**config.mk**
```make
export PLATFORM = sky130hd
export DESIGN_NAME = utf8_glyph_atlas_mapper_unit
export DESIGN_NICKNAME = d
export VERILOG_FILES = /design/src/ugam_pkg.sv /design/src/ugam_divider.sv /design/src/utf8_glyph_atlas_mapper_unit.sv
export SDC_FILE = /design/constraint.sdc
export NUM_CORES = 1
export LEC_CHECK = 0
export BUFFER_PORTS_ARGS = -buffer_cell sky130_fd_sc_hd__buf_4
export CORE_ASPECT_RATIO = 0.7
export CORE_MARGIN = 2
export CORE_UTILIZATION = 40
export CTS_BUF_LIST = sky130_fd_sc_hd__clkbuf_4 sky130_fd_sc_hd__clkbuf_8
export DETAILED_ROUTE_END_ITERATION = 8
export GPL_ROUTABILITY_DRIVEN = 0
export PLACE_DENSITY = 0.56
export SLEW_MARGIN = 15
export SYNTH_ARGS = -nofsm -noshare
export SYNTH_HDL_FRONTEND = slang
export SYNTH_HIERARCHICAL = 1
export SYNTH_SLANG_ARGS = --single-unit
```
**constraint.sdc**
```tcl
create_clock -name clk -period 3.05 [get_ports clk]
set_input_delay 0.1525 -clock clk [delete_from_list [all_inputs] [get_ports clk]]
set_output_delay 0.1525 -clock clk [all_outputs]
set_load 0.1 [all_outputs]
```
**src/ugam_pkg.sv**
```systemverilog
// Shared widths, constants, types and decode helpers for the glyph atlas mapper.
`timescale 1ns / 1ps

package ugam_pkg;

	localparam int BYTE_W = 8;
	localparam int CP_W   = 21;
	localparam int CFG_W  = 11;
	localparam int SLOT_W = 14;
	localparam int COL_W  = 10;
	localparam int ORD_W  = 12;
	localparam int STEP_W = $clog2(SLOT_W);
	localparam int LEN_W  = 3;
	localparam int HCNT_W = 2;
	localparam int NRES_W = 2;

	localparam int MAX_STRING_GLYPHS = 4096;
	localparam int ORD_CAP_INT =
		((MAX_STRING_GLYPHS - 1) < 4095) ? (MAX_STRING_GLYPHS - 1) : 4095;
	localparam logic [ORD_W-1:0] ORDINAL_CAP = ORD_W'(ORD_CAP_INT);

	localparam logic [CP_W-1:0] CP_ASCII_LO  = CP_W'(32);
	localparam logic [CP_W-1:0] CP_ASCII_HI  = CP_W'(126);
	localparam logic [CP_W-1:0] CP_HANGUL_LO = CP_W'('hAC00);
	localparam logic [CP_W-1:0] CP_HANGUL_HI = CP_W'('hD7A3);
	localparam logic [CP_W-1:0] SLOT_HANGUL_BASE = CP_W'(95);

	localparam logic [CFG_W-1:0] ATLAS_MAX = CFG_W'(1024);
	localparam logic [CFG_W-1:0] CFG_RESET = CFG_W'(16);

	localparam logic REG_COLS = 1'b0;
	localparam logic REG_ROWS = 1'b1;

	localparam logic [BYTE_W-1:0] MASK_LEAD2 = 8'hE0;
	localparam logic [BYTE_W-1:0] MARK_LEAD2 = 8'hC0;
	localparam logic [BYTE_W-1:0] MASK_LEAD3 = 8'hF0;
	localparam logic [BYTE_W-1:0] MARK_LEAD3 = 8'hE0;
	localparam logic [BYTE_W-1:0] MASK_LEAD4 = 8'hF8;
	localparam logic [BYTE_W-1:0] MARK_LEAD4 = 8'hF0;

	typedef struct packed {
		logic [SLOT_W-1:0] quot;
		logic [CFG_W-1:0]  rem;
	} div_res_t;

	// Sequence length set by a lead byte, 0 for a stray byte.
	function automatic logic [LEN_W-1:0] lead_len(input logic [BYTE_W-1:0] b);
		logic [LEN_W-1:0] l;
		l = '0;
		if (!b[BYTE_W-1])
			l = LEN_W'(1);
		else if ((b & MASK_LEAD2) == MARK_LEAD2)
			l = LEN_W'(2);
		else if ((b & MASK_LEAD3) == MARK_LEAD3)
			l = LEN_W'(3);
		else if ((b & MASK_LEAD4) == MARK_LEAD4)
			l = LEN_W'(4);
		return l;
	endfunction

	function automatic logic [CP_W-1:0] assemble(input logic [BYTE_W-1:0] p0,
		input logic [BYTE_W-1:0] p1, input logic [BYTE_W-1:0] p2,
		input logic [BYTE_W-1:0] p3, input logic [LEN_W-1:0] len);
		logic [CP_W-1:0] cp;
		case (len)
			LEN_W'(1): cp = {13'b0, p0};
			LEN_W'(2): cp = {10'b0, p0[4:0], p1[5:0]};
			LEN_W'(3): cp = {5'b0, p0[3:0], p1[5:0], p2[5:0]};
			default:   cp = {p0[2:0], p1[5:0], p2[5:0], p3[5:0]};
		endcase
		return cp;
	endfunction

endpackage

```
**src/ugam_divider.sv**
```systemverilog
// Restoring divider: one quotient bit per cycle for the slot / columns split.
`timescale 1ns / 1ps

module ugam_divider (
	input  logic                          clk,
	input  logic                          arst_n,
	input  logic                          start,
	input  logic [ugam_pkg::SLOT_W-1:0]   dividend,
	input  logic [ugam_pkg::CFG_W-1:0]    divisor,
	output logic                          done,
	output ugam_pkg::div_res_t            res
);

	logic                          busy_q;
	logic                          done_q;
	logic [ugam_pkg::STEP_W-1:0]   step_q;
	logic [ugam_pkg::SLOT_W-1:0]   den_q;
	logic [ugam_pkg::CFG_W-1:0]    dsr_q;
	logic [ugam_pkg::CFG_W-1:0]    rem_q;
	logic [ugam_pkg::CFG_W:0]      trial;
	logic                          ge;
	logic [ugam_pkg::CFG_W:0]      diff;

	assign trial = {rem_q, den_q[ugam_pkg::SLOT_W-1]};
	assign ge    = trial >= {1'b0, dsr_q};
	assign diff  = trial - {1'b0, dsr_q};

	always_ff @(posedge clk or negedge arst_n) begin
		if (!arst_n) begin
			busy_q <= 1'b0;
			done_q <= 1'b0;
			step_q <= '0;
		end else begin
			done_q <= 1'b0;
			if (start) begin
				busy_q <= 1'b1;
				step_q <= ugam_pkg::STEP_W'(ugam_pkg::SLOT_W - 1);
			end else if (busy_q) begin
				step_q <= step_q - 1'b1;
				if (step_q == '0) begin
					busy_q <= 1'b0;
					done_q <= 1'b1;
				end
			end
		end
	end

	// Quotient bits shift into the low end of the dividend register.
	always_ff @(posedge clk) begin
		if (start) begin
			den_q <= dividend;
			dsr_q <= divisor;
			rem_q <= '0;
		end else if (busy_q) begin
			den_q <= {den_q[ugam_pkg::SLOT_W-2:0], ge};
			rem_q <= ge ? diff[ugam_pkg::CFG_W-1:0] : trial[ugam_pkg::CFG_W-1:0];
		end
	end

	assign done     = done_q;
	assign res.quot = den_q;
	assign res.rem  = rem_q;

endmodule

```
**src/utf8_glyph_atlas_mapper_unit.sv**
```systemverilog
// Top level: lenient UTF-8 decode, atlas slot lookup and glyph result register.
`timescale 1ns / 1ps

// A byte that yields no glyph is taken without leaving idle. For each glyph
// the sequencer launches the shared divider, which runs its restoring steps
// (one quotient bit of the 14-bit atlas slot per cycle), then sees it done
// and loads the result register, which may wait on glyph_stall. A byte yields
// at most two glyphs, and text_stall stays high until the last is loaded. The
// result register frees the input side as soon as the last glyph of a byte is
// loaded. Configuration writes are always ready and belong in idle periods.

module utf8_glyph_atlas_mapper_unit (
	input  logic                          clk,
	input  logic                          arst_n,
	input  logic                          cfg_valid,
	output logic                          cfg_ready,
	input  logic                          cfg_index,
	input  logic [ugam_pkg::CFG_W-1:0]    cfg_data,
	input  logic                          text_valid,
	output logic                          text_stall,
	input  logic [ugam_pkg::BYTE_W-1:0]   text_byte,
	input  logic                          string_end,
	output logic                          glyph_valid,
	input  logic                          glyph_stall,
	output logic [ugam_pkg::CP_W-1:0]     code_point,
	output logic                          found,
	output logic [ugam_pkg::COL_W-1:0]    cell_column,
	output logic [ugam_pkg::COL_W-1:0]    cell_row,
	output logic [ugam_pkg::ORD_W-1:0]    glyph_ordinal,
	output logic                          run_last
);

	localparam logic [1:0] ST_IDLE = 2'd0;
	localparam logic [1:0] ST_DIV  = 2'd1;
	localparam logic [1:0] ST_EMIT = 2'd2;

	logic [1:0]                          state_q;
	logic [ugam_pkg::CFG_W-1:0]          cols_q;
	logic [ugam_pkg::CFG_W-1:0]          rows_q;
	logic [ugam_pkg::BYTE_W-1:0]         held_q [3];
	logic [ugam_pkg::HCNT_W-1:0]         hcnt_q;
	logic [ugam_pkg::LEN_W-1:0]          need_q;
	logic [ugam_pkg::ORD_W-1:0]          ord_q;
	logic [ugam_pkg::CP_W-1:0]           cp0_q;
	logic [ugam_pkg::CP_W-1:0]           cp1_q;
	logic [ugam_pkg::NRES_W-1:0]         nres_q;
	logic                                idx_q;
	logic                                end_q;
	logic                                start_q;

	logic                                glyph_valid_q;
	logic [ugam_pkg::CP_W-1:0]           code_point_q;
	logic                                found_q;
	logic [ugam_pkg::COL_W-1:0]          cell_column_q;
	logic [ugam_pkg::COL_W-1:0]          cell_row_q;
	logic [ugam_pkg::ORD_W-1:0]          glyph_ordinal_q;
	logic                                run_last_q;

	logic [ugam_pkg::BYTE_W-1:0]         held_d [3];
	logic [ugam_pkg::HCNT_W-1:0]         hcnt_d;
	logic [ugam_pkg::LEN_W-1:0]          need_d;
	logic [ugam_pkg::NRES_W-1:0]         nres_d;
	logic [ugam_pkg::CP_W-1:0]           cpa_d;
	logic [ugam_pkg::CP_W-1:0]           cpb_d;

	logic                                text_take;
	logic                                out_free;
	logic                                last_res;
	logic [ugam_pkg::CP_W-1:0]           cur_cp;
	logic [ugam_pkg::CP_W-1:0]           slot_wide;
	logic [ugam_pkg::SLOT_W-1:0]         slot;
	logic                                mapped;
	logic [ugam_pkg::CFG_W-1:0]          cols_eff;
	logic [ugam_pkg::CFG_W-1:0]          rows_eff;
	logic                                hit;
	logic                                div_done;
	ugam_pkg::div_res_t                  div_res;

	assign cfg_ready  = 1'b1;
	assign text_stall = state_q != ST_IDLE;
	assign text_take  = text_valid && !text_stall;
	assign out_free   = !glyph_valid_q || !glyph_stall;
	assign last_res   = {1'b0, idx_q} == (nres_q - 1'b1);
	assign cur_cp     = idx_q ? cp1_q : cp0_q;

	assign cols_eff = (cols_q > ugam_pkg::ATLAS_MAX) ? ugam_pkg::ATLAS_MAX : cols_q;
	assign rows_eff = (rows_q > ugam_pkg::ATLAS_MAX) ? ugam_pkg::ATLAS_MAX : rows_q;

	// Byte decode: settle the results of this byte and the next sequence state.
	always_comb begin
		logic [ugam_pkg::LEN_W-1:0]  lb;
		logic [ugam_pkg::LEN_W-1:0]  lh;
		logic [ugam_pkg::BYTE_W-1:0] p1;
		logic [ugam_pkg::BYTE_W-1:0] p2;
		logic                        open;
		lb     = ugam_pkg::lead_len(text_byte);
		lh     = ugam_pkg::lead_len(held_q[1]);
		p1     = (hcnt_q >= 2'd2) ? held_q[1] : text_byte;
		p2     = (hcnt_q == 2'd3) ? held_q[2] : text_byte;
		open   = (need_q != '0) && (hcnt_q != '0);
		held_d = held_q;
		hcnt_d = hcnt_q;
		need_d = need_q;
		nres_d = '0;
		cpa_d  = {13'b0, text_byte};
		cpb_d  = {13'b0, text_byte};
		if (!open) begin
			hcnt_d = '0;
			need_d = '0;
			if (lb == 3'd1) begin
				nres_d = 2'd1;
			end else if (lb >= 3'd2 && !string_end) begin
				held_d[0] = text_byte;
				hcnt_d    = 2'd1;
				need_d    = lb;
			end
		end else if ({1'b0, hcnt_q} + 3'd1 == need_q) begin
			nres_d = 2'd1;
			cpa_d  = ugam_pkg::assemble(held_q[0], p1, p2, text_byte, need_q);
			hcnt_d = '0;
			need_d = '0;
		end else if (string_end) begin
			// Drop the lead and decode the tail again as fresh leads.
			hcnt_d = '0;
			need_d = '0;
			if (hcnt_q == 2'd2) begin
				if (lh == 3'd1) begin
					nres_d = 2'd1;
					cpa_d  = {13'b0, held_q[1]};
					if (lb == 3'd1)
						nres_d = 2'd2;
				end else if (lh == 3'd2) begin
					nres_d = 2'd1;
					cpa_d  = ugam_pkg::assemble(held_q[1], text_byte, text_byte,
						text_byte, 3'd2);
				end else if (lb == 3'd1) begin
					nres_d = 2'd1;
				end
			end else if (lb == 3'd1) begin
				nres_d = 2'd1;
			end
		end else begin
			held_d[(hcnt_q == 2'd3) ? 2'd2 : hcnt_q] = text_byte;
			hcnt_d = hcnt_q + 1'b1;
		end
	end

	always_comb begin
		mapped    = 1'b0;
		slot_wide = '0;
		if (cur_cp inside {[ugam_pkg::CP_ASCII_LO:ugam_pkg::CP_ASCII_HI]}) begin
			mapped    = 1'b1;
			slot_wide = cur_cp - ugam_pkg::CP_ASCII_LO;
		end else if (cur_cp inside {[ugam_pkg::CP_HANGUL_LO:ugam_pkg::CP_HANGUL_HI]}) begin
			mapped    = 1'b1;
			slot_wide = cur_cp - ugam_pkg::CP_HANGUL_LO + ugam_pkg::SLOT_HANGUL_BASE;
		end
	end

	assign slot = slot_wide[ugam_pkg::SLOT_W-1:0];
	assign hit  = mapped && (cols_eff != '0)
		&& (div_res.quot < {{(ugam_pkg::SLOT_W - ugam_pkg::CFG_W){1'b0}}, rows_eff});

	ugam_divider u_div (
		.clk      (clk),
		.arst_n   (arst_n),
		.start    (start_q),
		.dividend (slot),
		.divisor  (cols_eff),
		.done     (div_done),
		.res      (div_res)
	);

	always_ff @(posedge clk or negedge arst_n) begin
		if (!arst_n) begin
			cols_q <= ugam_pkg::CFG_RESET;
			rows_q <= ugam_pkg::CFG_RESET;
		end else if (cfg_valid && cfg_ready) begin
			case (cfg_index)
				ugam_pkg::REG_COLS: cols_q <= cfg_data;
				ugam_pkg::REG_ROWS: rows_q <= cfg_data;
				default: ;
			endcase
		end
	end

	always_ff @(posedge clk or negedge arst_n) begin
		if (!arst_n) begin
			state_q       <= ST_IDLE;
			held_q[0]     <= '0;
			held_q[1]     <= '0;
			held_q[2]     <= '0;
			hcnt_q        <= '0;
			need_q        <= '0;
			ord_q         <= '0;
			nres_q        <= '0;
			idx_q         <= 1'b0;
			end_q         <= 1'b0;
			start_q       <= 1'b0;
			glyph_valid_q <= 1'b0;
		end else begin
			start_q <= 1'b0;
			if (glyph_valid_q && !glyph_stall)
				glyph_valid_q <= 1'b0;
			case (state_q)
				ST_IDLE: begin
					if (text_take) begin
						held_q <= held_d;
						hcnt_q <= hcnt_d;
						need_q <= need_d;
						nres_q <= nres_d;
						idx_q  <= 1'b0;
						end_q  <= string_end;
						if (nres_d != '0) begin
							start_q <= 1'b1;
							state_q <= ST_DIV;
						end else if (string_end) begin
							ord_q <= '0;
						end
					end
				end
				ST_DIV: begin
					if (div_done)
						state_q <= ST_EMIT;
				end
				ST_EMIT: begin
					if (out_free) begin
						glyph_valid_q <= 1'b1;
						if (ord_q < ugam_pkg::ORDINAL_CAP)
							ord_q <= ord_q + 1'b1;
						if (last_res) begin
							// Ordinals restart after the final byte of a string.
							if (end_q)
								ord_q <= '0;
							state_q <= ST_IDLE;
						end else begin
							idx_q   <= 1'b1;
							start_q <= 1'b1;
							state_q <= ST_DIV;
						end
					end
				end
				default: state_q <= ST_IDLE;
			endcase
		end
	end

	always_ff @(posedge clk) begin
		if (state_q == ST_IDLE && text_take) begin
			cp0_q <= cpa_d;
			cp1_q <= cpb_d;
		end
		if (state_q == ST_EMIT && out_free) begin
			code_point_q    <= cur_cp;
			found_q         <= hit;
			cell_column_q   <= hit ? div_res.rem[ugam_pkg::COL_W-1:0] : '0;
			cell_row_q      <= hit ? div_res.quot[ugam_pkg::COL_W-1:0] : '0;
			glyph_ordinal_q <= ord_q;
			run_last_q      <= last_res;
		end
	end

	assign glyph_valid   = glyph_valid_q;
	assign code_point    = code_point_q;
	assign found         = found_q;
	assign cell_column   = cell_column_q;
	assign cell_row      = cell_row_q;
	assign glyph_ordinal = glyph_ordinal_q;
	assign run_last      = run_last_q;

	a_take_only_idle: assert property (@(posedge clk) disable iff (!arst_n)
		text_take |-> state_q == ST_IDLE)
		else $error("text transaction taken while busy");

	a_done_in_div: assert property (@(posedge clk) disable iff (!arst_n)
		div_done |-> state_q == ST_DIV)
		else $error("divider finished outside the divide state");

	a_busy_has_work: assert property (@(posedge clk) disable iff (!arst_n)
		state_q != ST_IDLE |-> nres_q != '0)
		else $error("sequencer busy with no pending glyph");

	a_miss_zero_cell: assert property (@(posedge clk) disable iff (!arst_n)
		glyph_valid_q && !found_q |-> cell_column_q == '0 && cell_row_q == '0)
		else $error("glyph not found but cell is nonzero");

	a_launch_after_take: assert property (@(posedge clk) disable iff (!arst_n)
		start_q |-> state_q == ST_DIV)
		else $error("divider launched outside the divide state");

endmodule

```
=== Word-level counts from Yosys, hierarchy flattened ===
Cells that the tools add are included.

* Bits in registers: 197
* Latch bits: 0
* RAM bits: 0
* Memory bits (read-only): 0
* Input bits: 26
* Output and inout port bits: 58
* Word-level logic and storage cells: 207
* Memories kept: 0

* Add/subtract/negate cells: 9
* $mul: 0
* Div/mod/pow operators: 0
* Order comparisons: 13
* Equality and inequality tests: 29
* Shift-type cells: 0
* Mux-type cells: 88
* Bitwise gates (word level): 4
* Reduce and logical (&&, ||, !) cells: 35

{| class="wikitable"
|+ Operator list
! kind !! number
|-
| 12-bit 2-to-1 mux || 7
|-
| 11-bit 2-to-1 mux || 7
|-
| 21-bit one-hot mux with 3 select lines || 1
|-
| 14-bit 2-to-1 mux || 4
|-
| 24-bit 2-to-1 mux || 2
|-
| 21-bit 2-to-1 mux || 2
|-
| 8-bit 2-to-1 mux || 5
|-
| 3-bit 2-to-1 mux || 13
|-
| 2-bit 2-to-1 mux || 14
|-
| 24-bit bitwise mux || 1
|-
| 12-bit one-hot mux with 2 select lines || 1
|-
| 1-bit 2-to-1 mux || 23
|-
| 11-bit greater-than comparator, second input constant || 2
|-
| 21-bit by 16-bit greater-or-equal comparator with 1-bit output, second input constant || 1
|-
| 21-bit by 6-bit greater-or-equal comparator with 1-bit output, second input constant || 1
|-
| 21-bit by 16-bit <= comparator with 1-bit output, second input constant || 1
|-
| 21-bit by 7-bit <= comparator with 1-bit output, second input constant || 1
|-
| 2-bit inequality test, second input constant || 9
|-
| 8-bit demux with 2-bit select || 1
|-
| 14-bit by 7-bit adder with 14-bit output, second input constant || 1
|-
| 14-bit by 11-bit < comparator with 1-bit output || 1
|-
| 14-bit subtractor, second input constant || 1
|-
| 14-bit by 6-bit subtractor with 14-bit output, second input constant || 1
|-
| 12-bit by 1-bit adder with 12-bit output, second input constant || 1
|-
| 41 further kinds || 77
|}

=== Logic depth before layout (Yosys ltp) ===
Gate-level depths: netlist of the first run.

* Depth after elaboration: 17
* Depth in mapped cells: 15
* Mapped depth without buffers: 12

=== By module ===
Netlist of the first run, hierarchy kept.

{| class="wikitable"
|+ By module, submodules not included
! module !! times used !! cells each !! area each (um^2) !! seq. area each (um^2)
|-
| utf8_glyph_atlas_mapper_unit || 1 || 713 || 7897.6 || 4251.6
|-
| ugam_divider || 1 || 205 || 2333.5 || 1121.1
|}

=== Worst setup path after synthesis of the first run ===
Ideal clock, no wire load.

* Kind: register to register
* Start: reg idx_q
* End: reg u_div/den_q[7] in the netlist's numbering, data pin
* Setup time: 0.130 ns
* Data arrival time: 2.896 ns
* Data required time: 2.920 ns
* Setup slack: 0.024 ns
* Cell stages (with the launch flop): 16
* Buffers on the path: 5
* Period minus slack after synthesis: 3.026 ns
* Path through: dfrtp_1 buf_6 buf_6 buf_2 clkbuf_1 a21oi_1 inv_1 ha_1 nor4b_1 nand3_1 o31ai_1 o21ai_1 buf_2 or4b_1 o311ai_1 mux2_2

* Word-level cells in the longest chain between the ends: 6
* Elaborated cells between the ends (all ways): 13
* Those cells by class: add/sub (3); order compare (4); mux (4); reduce/logical (2)

{| class="wikitable"
|+ RTL lines
! element !! RTL line !! source
|-
| start: declaration || utf8_glyph_atlas_mapper_unit.sv:47 || <nowiki>logic idx_q;</nowiki>
|-
| start signal: assignment || utf8_glyph_atlas_mapper_unit.sv:197 || <nowiki>idx_q <= 1'b0;</nowiki>
|-
| start signal: assignment || utf8_glyph_atlas_mapper_unit.sv:212 || <nowiki>idx_q <= 1'b0;</nowiki>
|-
| start signal: assignment || utf8_glyph_atlas_mapper_unit.sv:237 || <nowiki>idx_q <= 1'b1;</nowiki>
|-
| 21-bit 2-to-1 mux * || utf8_glyph_atlas_mapper_unit.sv:84 || <nowiki>assign cur_cp = idx_q ? cp1_q : cp0_q;</nowiki>
|-
| net cur_cp (one bit) || utf8_glyph_atlas_mapper_unit.sv:69 || <nowiki>logic [ugam_pkg::CP_W-1:0] cur_cp;</nowiki>
|-
| 14-bit subtractor, or another cell as far along || utf8_glyph_atlas_mapper_unit.sv:156 || <nowiki>slot_wide = cur_cp - ugam_pkg::CP_HANGUL_LO + ugam_pkg::SLOT_HANGUL_BASE;</nowiki>
|-
| 14-bit by 7-bit adder with 14-bit output or 1-bit logical AND (tied branches) || utf8_glyph_atlas_mapper_unit.sv:156, utf8_glyph_atlas_mapper_unit.sv:154 ||
|-
| 14-bit 2-to-1 mux || utf8_glyph_atlas_mapper_unit.sv:154 || <nowiki>end else if (cur_cp inside {[ugam_pkg::CP_HANGUL_LO:ugam_pkg::CP_HANGUL_HI]}) begin</nowiki>
|-
| 14-bit 2-to-1 mux * || utf8_glyph_atlas_mapper_unit.sv:151 || <nowiki>if (cur_cp inside {[ugam_pkg::CP_ASCII_LO:ugam_pkg::CP_ASCII_HI]}) begin</nowiki>
|-
| net slot_wide (one bit) || utf8_glyph_atlas_mapper_unit.sv:70 || <nowiki>logic [ugam_pkg::CP_W-1:0] slot_wide;</nowiki>
|-
| 14-bit 2-to-1 mux * || ugam_divider.sv:50 || <nowiki>if (start) begin</nowiki>
|-
| end signal: assignment || ugam_divider.sv:51 || <nowiki>den_q <= dividend;</nowiki>
|-
| end signal: assignment || ugam_divider.sv:55 || <nowiki>den_q <= {den_q[ugam_pkg::SLOT_W-2:0], ge};</nowiki>
|-
| end: declaration || ugam_divider.sv:17 || <nowiki>logic [ugam_pkg::SLOT_W-1:0] den_q;</nowiki>
|}

Mark *: on every way through the listed nets, which the timed path passes. The rest lies on a longest branch.
A chain may end at the register's enable or synchronous reset.

=== Worst setup path in the final report of the first run ===
* Start: reg idx_q
* End: reg u_div/den_q[3] in the netlist's numbering, data pin

The elaborated chain is that of the path after synthesis.

==> results_dict.tcl, run 1 <==
set metrics [dict create \
    power_density_nw_per_um2 720 \
    path_cells "buf_4 > mux2i_1 > inv_1 > ha_1 > nor4b_2 > nand3_1 > o31ai_1 > o21ai_1 > buf_4 > o21ai_0 > o2bb2ai_1 > mux2_2" \
    p_sw_frac 0.367 \
    critPathSlowestCell "dfrtp_1" \
    initial_core_util 0.411 \
    drive_above_1_share 0.219 \
    maxSlewViolCount 0 \
    p_switching_uw 3140 \
    row_count 48 \
    worst_path_most_repeated_cell "buf_4" \
    drt-total-wl_um 24800 \
    fin_crit_sh 0.941 \
    setup_viol 0 \
    synthCells 918 \
    hold_viol_final 0 \
    die_area_um2 26900 \
    tightestPinTransition_ns 1.04 \
    dp_hpwl_um 18200 \
    crit_path_start_kind "flop" \
    p_int_uw 5420 \
    ys_seq_area_frac 0.525 \
    vias 7384 \
    vias_per_cell 5.43 \
    ys_seq_elements 195 \
    die_w_um 195 \
    dr.pass1.iters 5 \
    first_iter_violations 566 \
    relSlewSlack 0.306 \
    cts_buffers 17 \
    peakVddDrop_mv 0.296 \
    grt_max_degree 76 \
    numClockSinks 195 \
    fin_nets 1083 \
    worstPathArrival_ns 3.10 \
    leakage_uw 0.00474 \
    setup_slack_ns 0.181 \
    period_needed_ns 2.87 \
    clkSlewWorstSetupHoldPaths_ns 0.11 \
    grt_pass1_vias 6928 \
    clk_path_buf_depth 2 \
    cts_root_buffer "clkbuf_8" \
    clockPowerShare 0.201 \
    sequentialPowerShare 0.453 \
    hold_class "input port to flop" \
    fp.dieH_um 138 \
    syn_area_um2 10200 \
    syn_avg_cell_area_um2 11.1 \
    route.detailed.wl_per_inst_um 18.2 \
    cp.required_ns 3.28 \
    grt_pass1_wl_um 39500 \
    tritoncts "yes" \
    fin_util 0.478 \
    route.detailed.drc 0 \
    worstPathMaxFanout 12 \
    cp-end-kind "flop" \
    synthFlopType "edfxtp_1" \
    worstSetupPathType "flop to flop" \
    status "finished, final reports clean" \
    coreArea_um2 24900 \
    cp_top_family "buffers and inverters" \
    ctsHtreeMaxLevel 4 \
    track_usage 0.192 \
    async_flop_share 0.385 \
    dpl.cell_count 1306 \
    finalNonFillerCells 1360 \
    clock_latency_ns 0.48 \
    antenna_found_initial 0 \
    overflow 0 \
    synth_warnings 6 \
    path_buf_inv 3 \
    ios 84 \
    io_buffers 82 \
    synth-edff-count 109 \
    finalClockSkew_ns 0.0130 \
    syn-num-nets 979 \
    yosysUniqueCellTypes 86 \
    fmax_mhz 349 \
    comb_power_share 0.345 \
    syn_to_final_growth_pct 16.2 \
    place_ws_ns 0.162 \
    maxCapViolCount 0 \
    cpPeakStageDelay_ns 0.45 \
    power_uw 8560 \
    antenna_cells 0 \
    drtAntennaViolNets 0 \
]
worst paths after layout:
| kind | from | endpoint | slack, ns | cells past startpoint |
|---|---|---|---|---|
| setup / recovery | idx_q$_DFFE_PN0P_ | u_div/den_q[3]$_DFFE_PP_ | 0.18 | 12 |
| max in group asynchronous | arst_n | ord_q[11]$_DFFE_PN0P_ | 2.00 | 2 |
| setup reg to reg | idx_q$_DFFE_PN0P_ | u_div/den_q[3]$_DFFE_PP_ | 0.18 | 12 |
| hold reg to reg | held_q[22]$_DFFE_PN0P_ | held_q[22]$_DFFE_PN0P_ | 0.48 | 1 |
| min in group asynchronous | arst_n | rows_q[2]$_DFFE_PN0P_ | 0.36 | 2 |
| hold / removal | cfg_index | cols_q[9]$_DFFE_PN0P_ | 0.27 | 3 |
layer usage:
metal,share of wire,vias up,global-route usage
met5,0,-,0
met4,0.014,0,0.0539
met3,0.057,24,0.0370
met2,0.38,208,0.247
met1,0.55,3581,0.314
li1,-,3571,-
cell usage after synthesis, drive strengths merged (23+ instances only):
| library cell | n | area [µm²] |
|---|---|---|
| ha | 34 | 425 |
| nor2b | 34 | 220 |
| o21ai | 53 | 288 |
| clkbuf | 23 | 86.3 |
| inv | 33 | 124 |
| edfxtp | 109 | 3270 |
| mux2i | 25 | 263 |
| nand2 | 75 | 284 |
| nor2 | 67 | 251 |
| nand3 | 23 | 128 |
| dfrtp | 73 | 1830 |
| a21oi | 44 | 220 |
| mux2 | 59 | 668 |
cell families after synthesis:
| kind of cell | after synthesis | share of synthesized area |
|---|---|---|
| buffers and inverters | 79 | 0.0336 |
| and+or+nand+nor | 315 | 0.167 |
| other | 1 | 0.000367 |
| AOI/OAI and AO/OA | 191 | 0.124 |
| xor gates and xnor gates | 18 | 0.0154 |
| adders and majority gates | 35 | 0.0435 |
| muxes | 84 | 0.0910 |
| DFF | 195 | 0.525 |
layout make-up:
class                      instances  area, µm²
inverter                          34        128
tap                              325        407
timing repair buffer             130       1050
multi-input combinational        644       4540
sequential                       195       5370
clock inverter                    14        151
clock buffer                      18        248
fill                            2322      13000
registers in the layout, indices dropped and copies added, names as in the netlist, 2 cells and up:
| name | count |
|---|---|
| u_div/rem_q | 11 |
| nres_q | 2 |
| ord_q | 12 |
| u_div/dsr_q | 11 |
| held_q | 22 |
| state_q | 2 |
| cp1_q | 8 |
| need_q | 3 |
| glyph_ordinal | 12 |
| cp0_q | 21 |
| cols_q | 11 |
| u_div/den_q | 14 |
| cell_column | 10 |
| u_div/step_q | 4 |
| cell_row | 10 |
| hcnt_q | 2 |
| rows_q | 11 |
| code_point | 21 |
per-stage QoR:
| step | TNS, ns | cell area (µm²) | hold WS [ns] |
|---|---|---|---|
| after global routing | -0.777 | 11900 | 0.270 |
| after global placement | 0 | 11200 | 0.400 |
| after floorplan | 0 | 10200 | -0.143 |
| after CTS | 0 | 11900 | 0.237 |
| final | 0 | 11900 | 0.266 |
| after detailed placement | 0 | 11200 | 0.396 |
layout by cell type, fill, tap and decap left out, types with 7 or more instances in the layout:
cell type,instances
inv_1,29
nand2_1,74
and2_1,21
and3_1,11
a211oi_1,8
dfrtp_1,73
nor3_1,16
nand2b_1,17
buf_4,106
dlygate4sd3_1,22
nand3_1,22
mux2i_1,24
edfxtp_1,109
clkbuf_8,18
mux2_2,55
nor3b_1,7
dfxtp_1,11
or3_1,7
a21oi_1,43
a22oi_1,15
xnor2_1,13
nor2_1,67
o211ai_1,7
o22ai_1,7
nor2b_1,33
o21ai_0,36
o21ai_1,15
ha_1,34
o221ai_1,7
power groups by stage:
stage	logic [µW]	clock network (µW)	registers, µW
6_report	2960	1720	3880
5_1_grt	3290	1880	3950
4_1_cts	2950	1780	3880
3_5_place_dp	2920	0	3930
3_3_place_gp	2890	0	3940
2_1_floorplan	2290	0	3790
worst reg2reg max path, delay by kind of cell, from the launching register on:
kind                       cells  cell delay (ns)
AOI/OAI and AO/OA              4             0.53
buffers and inverters          3             0.58
adders and majority gates      1             0.25
and+or+nand+nor                2             0.25
muxes                          2             0.57
DFF                            1             0.45
timing repair:
item	4_1_cts	5_1_grt
setup buffers	0	0
resized for setup	0	6
endpoints found under the hold margin	121	0
endpoints found under the setup margin	0	27
hold buffers	22	0
(Power assumes the default switching activity.)
==> run 2: changes to the inputs <==
--- a/config.mk
+++ b/config.mk
@@ -9,7 +9,7 @@
 export CORE_ASPECT_RATIO = 0.7
 export CORE_MARGIN = 2
 export CORE_UTILIZATION = 40
-export CTS_BUF_LIST = sky130_fd_sc_hd__clkbuf_4 sky130_fd_sc_hd__clkbuf_8
+export CTS_BUF_LIST = sky130_fd_sc_hd__clkbuf_16
 export DETAILED_ROUTE_END_ITERATION = 8
 export GPL_ROUTABILITY_DRIVEN = 0
 export PLACE_DENSITY = 0.56
==> results_dict.tcl, run 2 (synthesis gave the netlist of run 1 again) <==
set metrics [dict create \
    status "finished, final reports clean" \
    fin_util 0.484 \
    clk_path_buf_depth 2 \
    dr.pass1.iters 8 \
    maxSlewViolCount 0 \
    largest_register_ff_count 22 \
    setup_viol 0 \
    fp.dieH_um 138 \
    vias 7440 \
    fin_crit_sh 0.939 \
    final_cell_mix "edfxtp_1 (109), buf_4 (106), nand2_1 (74)" \
    dp_hpwl_um 18200 \
    worst_path_most_repeated_cell "buf_4" \
    io_buffers 82 \
    final_common_cell "edfxtp_1" \
    route.detailed.drc 0 \
    drt-total-wl_um 24900 \
    rr_worst_depth 12 \
    clkSlewWorstSetupHoldPaths_ns 0.07 \
    cts_buffers 17 \
    cp_top_family "buffers and inverters" \
    setup_slack_ns 0.185 \
    cpPeakStageDelay_ns 0.45 \
    path_buf_inv 3 \
    peakVddDrop_mv 0.388 \
    fmax_mhz 349 \
    syn_to_final_growth_pct 17.6 \
    power_density_nw_per_um2 755 \
    cts_root_buffer "clkbuf_16" \
    critPathSlowestCell "dfrtp_1" \
    path_cells "buf_4 > mux2i_1 > inv_1 > ha_1 > nor4b_2 > nand3_1 > o31ai_1 > o21ai_1 > buf_4 > o21ai_0 > o2bb2ai_1 > mux2_2" \
    whs_ns 0.0307 \
    row_count 48 \
    period_needed_ns 2.87 \
    coreArea_um2 24900 \
    tritoncts "yes" \
    die_area_um2 26900 \
    worstPathArrival_ns 3.06 \
    ctsHtreeMaxLevel 4 \
    power_uw 9080 \
    place_ws_ns 0.162 \
    grt_max_degree 76 \
    grt_pass1_wl_um 39700 \
    overflow 0 \
    fin_tns_setup_ns 0 \
    leakage_uw 0.00481 \
    regToRegEndpoint "u_div/den_q[3]$_DFFE_PP_" \
    antenna_found_initial 0 \
    max_flop_register "held_q" \
    vias_per_cell 5.48 \
    grt_pass1_vias 6943 \
    ios 84 \
    track_usage 0.192 \
    antenna_cells 0 \
    r2r-start "idx_q$_DFFE_PN0P_" \
    hold_class "input port to flop" \
    reg2reg_slack_ns 0.18 \
    crit_path_start_kind "flop" \
    hp-start "text_byte[3]" \
    worstSetupPathType "flop to flop" \
    cp.required_ns 3.24 \
    die_w_um 195 \
    fin_nets 1080 \
    relSlewSlack 0.303 \
    worstPathMaxFanout 12 \
    initial_core_util 0.411 \
    hold_path_end "cp1_q[3]$_DFFE_PP_" \
    maxCapViolCount 0 \
    cp-end-kind "flop" \
    tightestPinTransition_ns 1.05 \
    drive_above_1_share 0.218 \
    hold_viol_final 0 \
    first_iter_violations 625 \
    clock_latency_ns 0.44 \
    route.detailed.wl_per_inst_um 18.4 \
    drtAntennaViolNets 0 \
    hold_depth 1 \
    finalClockSkew_ns 0.00900 \
    numClockSinks 195 \
]
[run 2: how the worst max path moves through the flow]
stage	from	endpoint	slack [ns]	cells after the start
2_1_floorplan	idx_q$_DFFE_PN0P_	u_div/den_q[7]$_DFFE_PP_	0.02	15
3_3_place_gp	idx_q$_DFFE_PN0P_	u_div/den_q[3]$_DFFE_PP_	0.28	12
4_1_cts	idx_q$_DFFE_PN0P_	cell_column[0]$_SDFFCE_PN0P_	0.15	12
5_1_grt	idx_q$_DFFE_PN0P_	u_div/den_q[7]$_DFFE_PP_	-0.07	13
3_5_place_dp	idx_q$_DFFE_PN0P_	cell_column[0]$_SDFFCE_PN0P_	0.16	12
6_report	idx_q$_DFFE_PN0P_	u_div/den_q[3]$_DFFE_PP_	0.18	12
[run 2: repair_timing]
item                                    4_1_cts  5_1_grt
endpoints found under the setup margin        0       27
endpoints found under the hold margin       103        0
resized for setup                             0        5
setup buffers                                 0        0
hold buffers                                 19        0
[run 2: power by group]
part | switching (µW) | internal, µW | total [µW] | leakage (µW)
Combinational | 1670 | 1290 | 2950 | 0.00246
Clock | 1030 | 1220 | 2240 | 0.000276
Sequential | 515 | 3370 | 3880 | 0.00207
Total | 3210 | 5870 | 9080 | 0.00481
[run 2: final cells by class]
cell class | instances | area (µm²)
Fill cell | 2301 | 12800
Sequential cell | 195 | 5370
Multi-Input combinational cell | 644 | 4530
Timing Repair Buffer | 127 | 1020
Clock buffer | 17 | 425
Tap cell | 325 | 407
Clock inverter | 15 | 155
Inverter | 34 | 128
[run 2: through the flow]
step                instance area, µm²  std cells
global placement                 11200       1306
detailed placement               11200       1306
finish                           12000       1357
floorplan                        10200        918
CTS                              12000       1357
global route                     12000       1357
[run 2: layer usage]
layer  global-route usage  wire, µm
met5                    0         0
met4               0.0458       300
met3               0.0392      1430
met2                0.248      9470
met1                0.317     13700
